===== src/sv/sjgi_pkg.sv =====
// Shared types, constants and gap tables for the Shift-JIS glyph index core.
`default_nettype none

package sjgi_pkg;

   // Font geometry
   localparam int FONT_GLYPHS = 16384;
   localparam int GLYPH_W     = 14;
   localparam int GAP_COUNT   = 18;
   localparam int GAP_LEN_W   = 11;

   // Working width of the signed glyph number
   localparam int NUM_W = 18;
   localparam logic signed [NUM_W-1:0] FONT_LIMIT = NUM_W'(FONT_GLYPHS);

   // Result status codes
   localparam logic [1:0] STATUS_OK    = 2'd0;
   localparam logic [1:0] STATUS_GAP   = 2'd1;
   localparam logic [1:0] STATUS_RANGE = 2'd2;

   // Conversion constants
   localparam logic [15:0] HIGH_AREA    = 16'hE000;
   localparam logic [15:0] HIGH_SHIFT   = 16'h4000;
   localparam logic [7:0]  LEAD_BASE    = 8'h81;
   localparam logic [7:0]  TRAIL_SPLIT  = 8'h9E;
   localparam logic [15:0] EVEN_ADJ     = 16'h0062;
   localparam logic [15:0] ODD_ADJ      = 16'h0040;
   localparam logic [15:0] EUC_OFFSET   = 16'hA1A1;   // 0x2121 + 0x8080
   localparam logic [7:0]  EUC_BASE     = 8'hA1;
   localparam int          ROW_CELLS    = 94;

   localparam logic [15:0] GAP_START [GAP_COUNT] = '{
      16'hA2AF, 16'hA2C2, 16'hA2D1, 16'hA2EB, 16'hA2FA, 16'hA3A1,
      16'hA3BA, 16'hA3DB, 16'hA3FB, 16'hA4F4, 16'hA5F7, 16'hA6B9,
      16'hA6D9, 16'hA7C2, 16'hA7F2, 16'hA8C1, 16'hCFD4, 16'hF4A5
   };

   localparam logic [GAP_LEN_W-1:0] GAP_LEN [GAP_COUNT] = '{
      11'd11, 11'd8,  11'd11, 11'd7,  11'd4,   11'd15,
      11'd7,  11'd6,  11'd4,  11'd11, 11'd8,   11'd8,
      11'd38, 11'd15, 11'd13, 11'd720, 11'd43, 11'd1030
   };

   // Running total of gap lengths through each gap
   localparam logic [GAP_LEN_W-1:0] GAP_CUM [GAP_COUNT] = '{
      11'd11,  11'd19,  11'd30,  11'd37,  11'd41,  11'd56,
      11'd63,  11'd69,  11'd73,  11'd84,  11'd92,  11'd100,
      11'd138, 11'd153, 11'd166, 11'd886, 11'd929, 11'd1959
   };

   // Classified word passed from front to back
   typedef struct packed {
      logic [15:0]          euc_code;
      logic                 gap_hit;
      logic [GAP_COUNT-1:0] gap_below;   // code at or above each gap start
   } sjgi_item_type;

   // Queue status seen by front and back
   typedef struct packed {
      logic full;
      logic nonempty;
   } sjgi_qstat_type;

endpackage

`default_nettype wire


===== src/sv/sjis_to_glyph_index_core.sv =====
// An accepted word passes through the queue and the result register to rsp_.
// Throughput: one word per cycle without stalls; the front writes a two-entry
// queue, the back drains it to the result register, each side stalling alone.
// req_stall rises only when the queue is full (two words held behind a stall).
// Reset (synchronous, active high) empties the queue and drops rsp_valid;
// datapath registers are not reset.
`default_nettype none

module sjis_to_glyph_index_core (
   input  wire logic                          clock,
   input  wire logic                          reset,
   // request channel
   input  wire logic                          req_valid,
   output logic                               req_stall,
   input  wire logic [7:0]                    req_lead_byte,
   input  wire logic [7:0]                    req_trail_byte,
   // response channel
   output logic                               rsp_valid,
   input  wire logic                          rsp_stall,
   output logic [15:0]                        rsp_euc_code,
   output logic [sjgi_pkg::GLYPH_W-1:0]       rsp_glyph_index,
   output logic [1:0]                         rsp_status
);

   sjgi_pkg::sjgi_item_type  front_item;
   sjgi_pkg::sjgi_item_type  head_item;
   sjgi_pkg::sjgi_qstat_type qstat;
   logic                     push;
   logic                     pop;

   // Front: pure conversion plus gap compare; result lands in the queue
   sjgi_front u_front (
      .lead_byte  (req_lead_byte),
      .trail_byte (req_trail_byte),
      .item       (front_item)
   );

   // Stall depends only on queue occupancy, never on req_valid
   assign req_stall = qstat.full;
   assign push      = req_valid && !qstat.full;

   sjgi_queue u_queue (
      .clock     (clock),
      .reset     (reset),
      .push      (push),
      .push_item (front_item),
      .pop       (pop),
      .head_item (head_item),
      .qstat     (qstat)
   );

   // Back: index math, gap removal, range check, output register
   sjgi_back u_back (
      .clock           (clock),
      .reset           (reset),
      .head_item       (head_item),
      .qstat           (qstat),
      .pop             (pop),
      .rsp_valid       (rsp_valid),
      .rsp_stall       (rsp_stall),
      .rsp_euc_code    (rsp_euc_code),
      .rsp_glyph_index (rsp_glyph_index),
      .rsp_status      (rsp_status)
   );

endmodule

`default_nettype wire


===== src/sv/sjgi_front.sv =====
// Front end: Shift-JIS to EUC-JP conversion and gap classification.
`default_nettype none

module sjgi_front (
   input  wire logic [7:0]            lead_byte,
   input  wire logic [7:0]            trail_byte,
   output sjgi_pkg::sjgi_item_type    item
);

   logic [15:0] sjis_code;
   logic [15:0] folded;
   logic [7:0]  row_off;
   logic [15:0] packed_code;
   logic [15:0] gap_free;
   logic [15:0] adjusted;
   logic [15:0] euc;
   logic [sjgi_pkg::GAP_COUNT-1:0] below;
   logic [sjgi_pkg::GAP_COUNT-1:0] in_gap;

   always_comb begin
      sjis_code = {lead_byte, trail_byte};
      if (sjis_code >= sjgi_pkg::HIGH_AREA) begin
         folded = sjis_code - sjgi_pkg::HIGH_SHIFT;
      end else begin
         folded = sjis_code;
      end
      row_off     = folded[15:8] - sjgi_pkg::LEAD_BASE;
      packed_code = {row_off[6:0], 1'b0, trail_byte};
      // skip the 0x7F hole in the trail range
      if (trail_byte[7]) begin
         gap_free = packed_code - 16'd1;
      end else begin
         gap_free = packed_code;
      end
      if (gap_free[7:0] >= sjgi_pkg::TRAIL_SPLIT) begin
         adjusted = gap_free + sjgi_pkg::EVEN_ADJ;
      end else begin
         adjusted = gap_free - sjgi_pkg::ODD_ADJ;
      end
      euc = adjusted + sjgi_pkg::EUC_OFFSET;
   end

   // Gaps are disjoint and sorted, so below is a thermometer code
   always_comb begin
      for (int k = 0; k < sjgi_pkg::GAP_COUNT; k++) begin
         below[k]  = euc >= sjgi_pkg::GAP_START[k];
         in_gap[k] = below[k] &&
                     (euc <= (sjgi_pkg::GAP_START[k] +
                              16'(sjgi_pkg::GAP_LEN[k]) - 16'd1));
      end
   end

   assign item.euc_code  = euc;
   assign item.gap_hit   = |in_gap;
   assign item.gap_below = below;

endmodule

`default_nettype wire


===== src/sv/sjgi_queue.sv =====
// Two-entry queue between the classify front and the index back end.
`default_nettype none

module sjgi_queue (
   input  wire logic                  clock,
   input  wire logic                  reset,
   input  wire logic                  push,
   input  wire sjgi_pkg::sjgi_item_type push_item,
   input  wire logic                  pop,
   output sjgi_pkg::sjgi_item_type    head_item,
   output sjgi_pkg::sjgi_qstat_type   qstat
);

   sjgi_pkg::sjgi_item_type slot_ff [2];
   logic       wr_ptr_ff, wr_ptr_in;
   logic       rd_ptr_ff, rd_ptr_in;
   logic [1:0] cnt_ff, cnt_in;

   always_comb begin
      wr_ptr_in = push ? ~wr_ptr_ff : wr_ptr_ff;
      rd_ptr_in = pop  ? ~rd_ptr_ff : rd_ptr_ff;
      cnt_in    = cnt_ff + {1'b0, push} - {1'b0, pop};
   end

   always_ff @(posedge clock) begin
      if (reset) begin
         wr_ptr_ff <= 1'b0;
         rd_ptr_ff <= 1'b0;
         cnt_ff    <= 2'd0;
      end else begin
         wr_ptr_ff <= wr_ptr_in;
         rd_ptr_ff <= rd_ptr_in;
         cnt_ff    <= cnt_in;
      end
   end

   always_ff @(posedge clock) begin
      if (push) begin
         slot_ff[wr_ptr_ff] <= push_item;
      end
   end

   assign head_item      = slot_ff[rd_ptr_ff];
   assign qstat.full     = cnt_ff == 2'd2;
   assign qstat.nonempty = cnt_ff != 2'd0;

`ifndef NO_ASSERTIONS
   a_cnt_bound: assert property (@(posedge clock) disable iff (reset)
      cnt_ff <= 2'd2)
      else $error("queue count above depth");
   a_no_pop_empty: assert property (@(posedge clock) disable iff (reset)
      (cnt_ff == 2'd0) |-> !pop)
      else $error("pop from empty queue");
   a_push_grows: assert property (@(posedge clock) disable iff (reset)
      (push && !pop) |=> (cnt_ff == $past(cnt_ff) + 2'd1))
      else $error("queue count did not grow on push");
   a_ptr_track: assert property (@(posedge clock) disable iff (reset)
      (cnt_ff == 2'd0 || cnt_ff == 2'd2) |-> (wr_ptr_ff == rd_ptr_ff))
      else $error("queue pointers out of step");
`endif

endmodule

`default_nettype wire


===== src/sv/sjgi_back.sv =====
// Back end: glyph number, gap removal, range check and result register.
`default_nettype none

module sjgi_back (
   input  wire logic                          clock,
   input  wire logic                          reset,
   input  wire sjgi_pkg::sjgi_item_type       head_item,
   input  wire sjgi_pkg::sjgi_qstat_type      qstat,
   output logic                               pop,
   output logic                               rsp_valid,
   input  wire logic                          rsp_stall,
   output logic [15:0]                        rsp_euc_code,
   output logic [sjgi_pkg::GLYPH_W-1:0]       rsp_glyph_index,
   output logic [1:0]                         rsp_status
);

   localparam int NW = sjgi_pkg::NUM_W;

   logic [sjgi_pkg::GAP_COUNT:0]      below_ext;
   logic [sjgi_pkg::GAP_LEN_W-1:0]    gap_total;
   logic signed [NW-1:0]              row_s, col_s, num_s;
   logic [1:0]                        status;

   logic                              valid_ff, valid_in;
   logic [15:0]                       euc_ff, euc_in;
   logic [sjgi_pkg::GLYPH_W-1:0]      index_ff, index_in;
   logic [1:0]                        status_ff, status_in;

   // Highest gap passed selects the running total of lengths
   always_comb begin
      below_ext = {1'b0, head_item.gap_below};
      gap_total = '0;
      for (int k = 0; k < sjgi_pkg::GAP_COUNT; k++) begin
         if (below_ext[k] && !below_ext[k+1]) begin
            gap_total = gap_total | sjgi_pkg::GAP_CUM[k];
         end
      end
   end

   always_comb begin
      row_s = $signed({{(NW-8){1'b0}}, head_item.euc_code[15:8]})
              - $signed({{(NW-8){1'b0}}, sjgi_pkg::EUC_BASE});
      col_s = $signed({{(NW-8){1'b0}}, head_item.euc_code[7:0]})
              - $signed({{(NW-8){1'b0}}, sjgi_pkg::EUC_BASE});
      num_s = row_s * $signed(NW'(sjgi_pkg::ROW_CELLS)) + col_s
              - $signed({{(NW-sjgi_pkg::GAP_LEN_W){1'b0}}, gap_total});
      if (head_item.gap_hit) begin
         status = sjgi_pkg::STATUS_GAP;
      end else if (num_s < 0 || num_s >= sjgi_pkg::FONT_LIMIT) begin
         status = sjgi_pkg::STATUS_RANGE;
      end else begin
         status = sjgi_pkg::STATUS_OK;
      end
   end

   assign pop = qstat.nonempty && (!valid_ff || !rsp_stall);

   always_comb begin
      valid_in  = valid_ff;
      euc_in    = euc_ff;
      index_in  = index_ff;
      status_in = status_ff;
      if (pop) begin
         valid_in  = 1'b1;
         euc_in    = head_item.euc_code;
         status_in = status;
         index_in  = (status == sjgi_pkg::STATUS_OK) ?
                     num_s[sjgi_pkg::GLYPH_W-1:0] : '0;
      end else if (!rsp_stall) begin
         valid_in  = 1'b0;
      end
   end

   always_ff @(posedge clock) begin
      if (reset) begin
         valid_ff <= 1'b0;
      end else begin
         valid_ff <= valid_in;
      end
   end

   always_ff @(posedge clock) begin
      euc_ff    <= euc_in;
      index_ff  <= index_in;
      status_ff <= status_in;
   end

   assign rsp_valid       = valid_ff;
   assign rsp_euc_code    = euc_ff;
   assign rsp_glyph_index = index_ff;
   assign rsp_status      = status_ff;

endmodule

`default_nettype wire


===== config.mk =====
export PLATFORM = sky130hd
export DESIGN_NAME = sjis_to_glyph_index_core
export DESIGN_NICKNAME = d
export VERILOG_FILES = /design/src/sv/sjgi_pkg.sv /design/src/sv/sjis_to_glyph_index_core.sv /design/src/sv/sjgi_front.sv /design/src/sv/sjgi_queue.sv /design/src/sv/sjgi_back.sv
export SDC_FILE = /design/constraint.sdc
export NUM_CORES = 1
export LEC_CHECK = 0
export ABC_AREA = 1
export BUFFER_PORTS_ARGS = -buffer_cell sky130_fd_sc_hd__buf_2
export CORE_ASPECT_RATIO = 1.75
export CORE_MARGIN = 5
export CORE_UTILIZATION = 60
export CTS_CLUSTER_DIAMETER = 80
export CTS_CLUSTER_SIZE = 25
export DETAILED_ROUTE_END_ITERATION = 10
export PLACE_DENSITY = 0.78
export SYNTH_ARGS = -nofsm -noshare
export SYNTH_HDL_FRONTEND = slang
export SYNTH_SLANG_ARGS = --single-unit

===== constraint.sdc =====
create_clock -name clock -period 17.4 [get_ports clock]
set_input_delay 1.74 -clock clock [delete_from_list [all_inputs] [get_ports clock]]
set_output_delay 1.74 -clock clock [all_outputs]
set_load 0.02 [all_outputs]

==> results.yml, run 1 <==
clock_tree:
  cts_setup_buffers: 0
  numClockSinks: 108
  clockRootBuffer: "clkbuf_16"
  max-clock-path-buffers: 2
  cts_resized: 0
  cts_max_level: 3
  cts_tree: "yes"
  cts_buffers: 9
  hold_buffers: 0
  clkSlewWorstSetupHoldPaths_ns: 0.08
  insertion_delay_ns: 0.35
yosys:
  synth_top_family_by_area: "simple AND/OR/NAND/NOR gates"
  synth.net_count: 1410
  yosysSeqAreaShare: 0.3175
  synth_top_area_frac: 0.3055
  yosys-top-cells-area: "edfxtp_1 (31%), nand2_1 (12%), ha_1 (8.9%), inv_1 (7.9%), fa_1 (5.6%)"
  synth_xor_xnor_area_share: 0.05391
  netlist-cell-type-count: 50
  synth-edff-count: 102
  yosysTopAreaCell: "edfxtp_1"
  synth_compound_area_frac: 0.07051
  ys_ff_latch: 108
  synth-simple-area-share: 0.3063
  synth_flop_cell: "edfxtp_1"
  avgSynthCellArea_sq_um: 7.766
  yosys_warnings: 0
  synthMuxAreaShare: 0.01098
  synth_area_sq_mm: 0.01003
  synthArstFlopShare: 0
  synth_cells: 1291
  synthAdderAreaFrac: 0.1445
layout:
  n_antenna_cell: 0
  multi_input_area_sq_mm: 0.005887
  layout_commonest_cell: "nand2_1"
  fin_nets: 1463
  finalNonFillerCells: 1573
  fillers: 1430
  final_cell_mix: "nand2_1 (308), inv_1 (212), edfxtp_1 (102)"
  regArea_sq_mm: 0.003183
  syn_to_final_growth_pct: 7.812
  drive_above_1_share: 0.1490
routing:
  drc_errors: 0
  vias: 8538
  post_drt_wl_per_cell_microns: 14.43
  ant_nets: 0
  drtIter0Drc: 400
  wl_mm: 22.70
  avgViaCountPerCell: 5.428
  drtPass1Iterations: 5
floorplan:
  fp.dieW_microns: 107.7
  io_pins: 54
  core-area_sq_mm: 0.01645
  core.rowCount: 62
  start_util: 0.6096
  dieArea_sq_mm: 0.01950
  die_h_microns: 181.0
timing:
  finalHoldViolCount: 0
  finalSetupTns_ns: 0
  fin_hold_ws_ns: 0.4802
  fin_crit_sh: 0.4921
  timing.fmax_ghz: 0.1168
  drv_slew: 0
  setup_viol: 0
  max_slew_margin: 0.2466
  tightest_slew_ns: 1.130
  finalCriticalPeriod_ns: 8.562
  fin_skew_ns: 0.01124
  grt_setup_unrepaired: "false"
global_route:
  use_met2: 0.4828
  grt_use_met3: 0.02357
  grt_max_degree: 37
  antenna_found_initial: 0
  grt_use_total: 0.2397
  use_met1: 0.2196
  busiest_layer: "met2"
  grt_pass1_vias: 8382
  grt_pass1_wl_mm: 37.44
  gr-total-overflow: 0
worst_setup_path:
  startpoint_type: "flip-flop"
  cp.arrival_ns: 8.77
  cp_max_fo: 36
  critical_path_class: "flip-flop to flip-flop"
  required_ns: 17.61
  worst_setup_path_end_kind: "flip-flop"
  crit_path_frequent_cell: "inv_1"
  slowest_delay_ns: 0.57
  crit_slowest_cell: "xor2_1"
place:
  dp_cells: 1557
  dp_hpwl_mm: 18.69
  portBuffers: 53
  place_congestion: 1.130
flow_run:
  drv_cap: 0
status:
  outcome: "finished clean"
worst_hold_path:
  min_path_type: "flip-flop to flip-flop"
## per-stage QoR
stage / cell area, sq um / setup WS (ns) / utilization
final: 10810 / 8.838 / 0.6573
after global routing: 10810 / 8.011 / 0.6573
after CTS: 10810 / 8.793 / 0.6573
after detailed placement: 10490 / 8.836 / 0.6380
after global placement: 10490 / 9.167 / 0.6380
after floorplan: 10030 / 10.16 / -
## logic make-up after synthesis
logic type      after synthesis
simple gates                648
xor+xnor                     60
compound gates              124
flops                       108
fa+ha+maj                    99
mux                          11
buf+inv                     241
## area by class of cell
cell class / instances / share of cell area
Timing Repair Buffer: 56 / 0.02662
Inverter: 227 / 0.07906
Sequential cell: 108 / 0.2945
Tap cell: 224 / 0.02593
Multi-Input combinational cell: 942 / 0.5446
Clock buffer: 9 / 0.02084
Clock inverter: 7 / 0.008450
## synthesized netlist by cell type, types with 8 or more instances
cell type	number
xor2_1	43
nand2_2	32
nand3_1	85
inv_2	14
ha_1	71
mux2i_1	11
edfxtp_1	102
inv_1	212
o21ai_0	45
nor2_4	8
o21ai_2	8
o21ai_1	9
fa_1	28
xnor2_1	15
nand2_1	308
nor2_2	19
nor3_1	13
or2_2	22
a21oi_1	43
nor2_1	97
nand4_1	28
## sequential cells by signal, indices dropped and copies added, names as in the netlist, named ones only
| signal | flops |
|---|---|
| u_queue.slot_ff | 70 |
| u_back.rsp_euc_code | 16 |
| u_back.rsp_glyph_index | 14 |
| u_back.rsp_status | 2 |
| u_queue.cnt_ff | 2 |
| u_back.rsp_valid | 1 |
| u_queue.rd_ptr_ff | 1 |
| u_queue.wr_ptr_ff | 1 |
## worst paths after layout
kind / startpoint / to / slack [ns] / depth (start not counted)
worst max-delay path: flip-flop / u_back.rsp_glyph_index[0]$_SDFFCE_PP0P_ / 8.84 / 38
worst min-delay path: u_back.rsp_valid$_SDFFE_PP0P_ / u_back.rsp_valid$_SDFFE_PP0P_ / 0.48 / 2
worst max register to register: flip-flop / u_back.rsp_glyph_index[0]$_SDFFCE_PP0P_ / 8.84 / 38
worst min register to register: u_back.rsp_valid$_SDFFE_PP0P_ / u_back.rsp_valid$_SDFFE_PP0P_ / 0.48 / 2
## routing by layer
layer | wire length [microns] | vias up
li1 | - | 4254
met1 | 7625 | 3938
met2 | 12990 | 241
met3 | 639 | 105
met4 | 1453 | 0
met5 | 0 | -
## worst max-delay path: cells and delay by family, from the launching register on
kind / cells / cell delay [ns]
AO/OA/AOI/OAI: 10 / 1.65
XOR/XNOR: 4 / 1.08
adder cells (fa/ha/maj): 8 / 2.81
buffers and inverters: 9 / 1.01
flip-flops: 1 / 0.31
AND/OR/NAND/NOR: 7 / 1.53
Power of run 1 is left out: the tool's default activity adds up to more than one toggle a clock period on the data nets, which glitch-free logic cannot reach.
==> inputs of run 2 (changes only) <==
--- a/config.mk
+++ b/config.mk
@@ -5,7 +5,7 @@
 export SDC_FILE = /design/constraint.sdc
 export NUM_CORES = 1
 export LEC_CHECK = 0
-export ABC_AREA = 1
+export ABC_AREA = 0
 export BUFFER_PORTS_ARGS = -buffer_cell sky130_fd_sc_hd__buf_2
 export CORE_ASPECT_RATIO = 1.75
 export CORE_MARGIN = 5
==> constraint.sdc (replaced) <==
create_clock -name clock -period 8.3 [get_ports clock]
set_input_delay 0.83 -clock clock [delete_from_list [all_inputs] [get_ports clock]]
set_output_delay 0.83 -clock clock [all_outputs]
set_load 0.02 [all_outputs]
==> run 2 against run 1 <==
Non-clock buffer count rose by 19. Worst hold slack improved by 0.024 ns. Clock skew about the same. Flip-flop and latch count is the same. Synthesized cell count is 17% lower. Setup slack worse by 8.1 ns. Critical path type unchanged. Maximum frequency is 14% higher.
==> results.yml, run 2 <==
timing:
  finalHoldViolCount: 0
  max_slew_margin: 0.2867
  grt_setup_unrepaired: "false"
  fin_crit_sh: 0.9055
  finalSetupTns_ns: 0
  finalCriticalPeriod_ns: 7.516
  timing.fmax_ghz: 0.1331
  fin_skew_ns: 0.01124
  setup_viol: 0
  drv_slew: 0
  tightest_slew_ns: 1.068
routing:
  ant_nets: 0
  post_drt_wl_per_cell_microns: 19.27
  wl_mm: 26.27
  vias: 8421
  drtIter0Drc: 629
  drtPass1Iterations: 5
  drc_errors: 0
  avgViaCountPerCell: 6.178
flow_run:
  drv_cap: 0
floorplan:
  fp.dieW_microns: 107.6
  io_pins: 54
  die_h_microns: 180.8
  core.rowCount: 62
  core-area_sq_mm: 0.01645
  dieArea_sq_mm: 0.01946
  start_util: 0.6085
yosys:
  yosysSeqAreaShare: 0.3181
  synthArstFlopShare: 0
  synth_flop_cell: "edfxtp_1"
  yosys_warnings: 0
  ys_top_cells_by_count: "inv_1 (137), edfxtp_1 (102), nor2_1 (85)"
  yosys-top-cells-area: "edfxtp_1 (31%), ha_1 (8.9%), fa_1 (5.6%), inv_1 (5.1%), xnor2_1 (4.7%)"
  ys_ff_latch: 108
  synth_cells: 1072
  avgSynthCellArea_sq_um: 9.335
  yosysTopAreaCell: "edfxtp_1"
  synth_top_area_frac: 0.3061
  netlist-cell-type-count: 101
  synth-edff-count: 102
  synth.net_count: 1191
  synth.most_common_cell: "inv_1"
  synth_area_sq_mm: 0.01001
layout:
  layout_commonest_cell: "inv_1"
  n_antenna_cell: 0
  largest_reg_flops: 70
  final_cell_mix: "inv_1 (137), edfxtp_1 (102), nor2_1 (84)"
  regMostFlops: "u_queue.slot_ff"
  drive_above_1_share: 0.1378
  syn_to_final_growth_pct: 9.490
  finalNonFillerCells: 1363
  fin_nets: 1253
worst_setup_path:
  required_ns: 8.42
  startpoint_type: "flip-flop"
  reg2reg_slack_ns: 0.78
  critical_path_class: "flip-flop to flip-flop"
  worst_setup_path_end_kind: "flip-flop"
  cp.arrival_ns: 7.64
  cp_max_fo: 20
  r2r-end: "u_back.rsp_status[1]$_DFFE_PP_"
  reg2reg_depth: 28
  crit_slowest_cell: "fa_1"
  crit_path_end: "u_back.rsp_status[1]$_DFFE_PP_"
  slowest_delay_ns: 0.54
clock_tree:
  cts_buffers: 9
  cts_max_level: 3
  numClockSinks: 108
  clkSlewWorstSetupHoldPaths_ns: 0.08
  clockRootBuffer: "clkbuf_16"
  max-clock-path-buffers: 2
  cts_tree: "yes"
  hold_buffers: 0
  insertion_delay_ns: 0.36
global_route:
  grt_pass1_wl_mm: 41.41
  grt_use_total: 0.2732
  antenna_found_initial: 0
  grt_pass1_vias: 8499
  gr-total-overflow: 0
  grt_max_degree: 39
place:
  portBuffers: 53
  place_congestion: 0.9835
  dp_cells: 1347
  dp_hpwl_mm: 21.43
worst_hold_path:
  min_path_type: "flip-flop to flip-flop"
status:
  outcome: "finished clean"
## run 2: cell types whose count changed after synthesis, sizes merged, moves of 22 or more
cell	change
nand2	-265
inv	-86
nand3	-59
xnor2	+45
nor2	-38
or2	-22
xor2	-22
## run 2: metrics by stage
stage               setup WS (ns)  hold slack, ns  cell area [sq um]    util
detailed placement         0.3023          0.4940              10610  0.6454
global route              0.09270          0.5440              10960  0.6662
finish                     0.7843          0.5043              10960  0.6662
global placement           0.5670          0.4834              10610  0.6454
floorplan                  0.2790          0.4813              10010       -
CTS                        0.2880          0.5047              10940  0.6650
## run 2: timing repair
action / in CTS / in global routing
resized for setup: 0 / 6
buffers inserted: 0 / 0
setup endpoints to repair: 0 / 15
## run 2: cells by family after synthesis
logic type / synth area share
muxes: 0.03151
buffers and inverters: 0.06476
adders and majority gates: 0.1448
and+or+nand+nor: 0.1839
DFF: 0.3181
xor gates and xnor gates: 0.07977
AOI/OAI and AO/OA: 0.1772
## run 2: worst min-delay path by stage
stage                                         startpoint                             to  slack [ns]  depth (start not counted)
after floorplan           u_queue.rd_ptr_ff$_SDFFE_PP0P_                      flip-flop        0.48                          2
after global placement     u_back.rsp_valid$_SDFFE_PP0P_  u_back.rsp_valid$_SDFFE_PP0P_        0.48                          2
after detailed placement   u_back.rsp_valid$_SDFFE_PP0P_  u_back.rsp_valid$_SDFFE_PP0P_        0.49                          2
after CTS                  u_back.rsp_valid$_SDFFE_PP0P_  u_back.rsp_valid$_SDFFE_PP0P_        0.50                          2
after global routing       u_back.rsp_valid$_SDFFE_PP0P_  u_back.rsp_valid$_SDFFE_PP0P_        0.54                          2
final                      u_back.rsp_valid$_SDFFE_PP0P_  u_back.rsp_valid$_SDFFE_PP0P_        0.50                          2
## run 2: critical path: cells and delay by family, from the launching register on
kind,cells,cell delay (ns)
adder cells (fa/ha/maj),7,2.74
AND/OR/NAND/NOR,3,0.56
AO/OA/AOI/OAI,10,2.47
flip-flops,1,0.44
multiplexers,1,0.12
buffers and inverters,5,0.44
XOR/XNOR,2,0.48
## run 2: cell type report
type | count | area [sq um]
repair buffers | 75 | 430.4
multi-input cells | 799 | 6207
flip-flops and latches | 108 | 3187
clock inverters | 6 | 72.57
well taps | 224 | 280.3
fillers | 1343 | 5489
inverters | 141 | 529.3
clock buffers | 10 | 250.2
## run 2: routing by layer
metal | vias up | track usage | share of wire
li1 | 4003 | - | -
met1 | 3980 | 0.2332 | 0.31
met2 | 303 | 0.5389 | 0.56
met3 | 135 | 0.02714 | 0.036
met4 | 0 | 0.2219 | 0.087
met5 | - | 0 | 0
Power of run 2 is left out for the same reason.
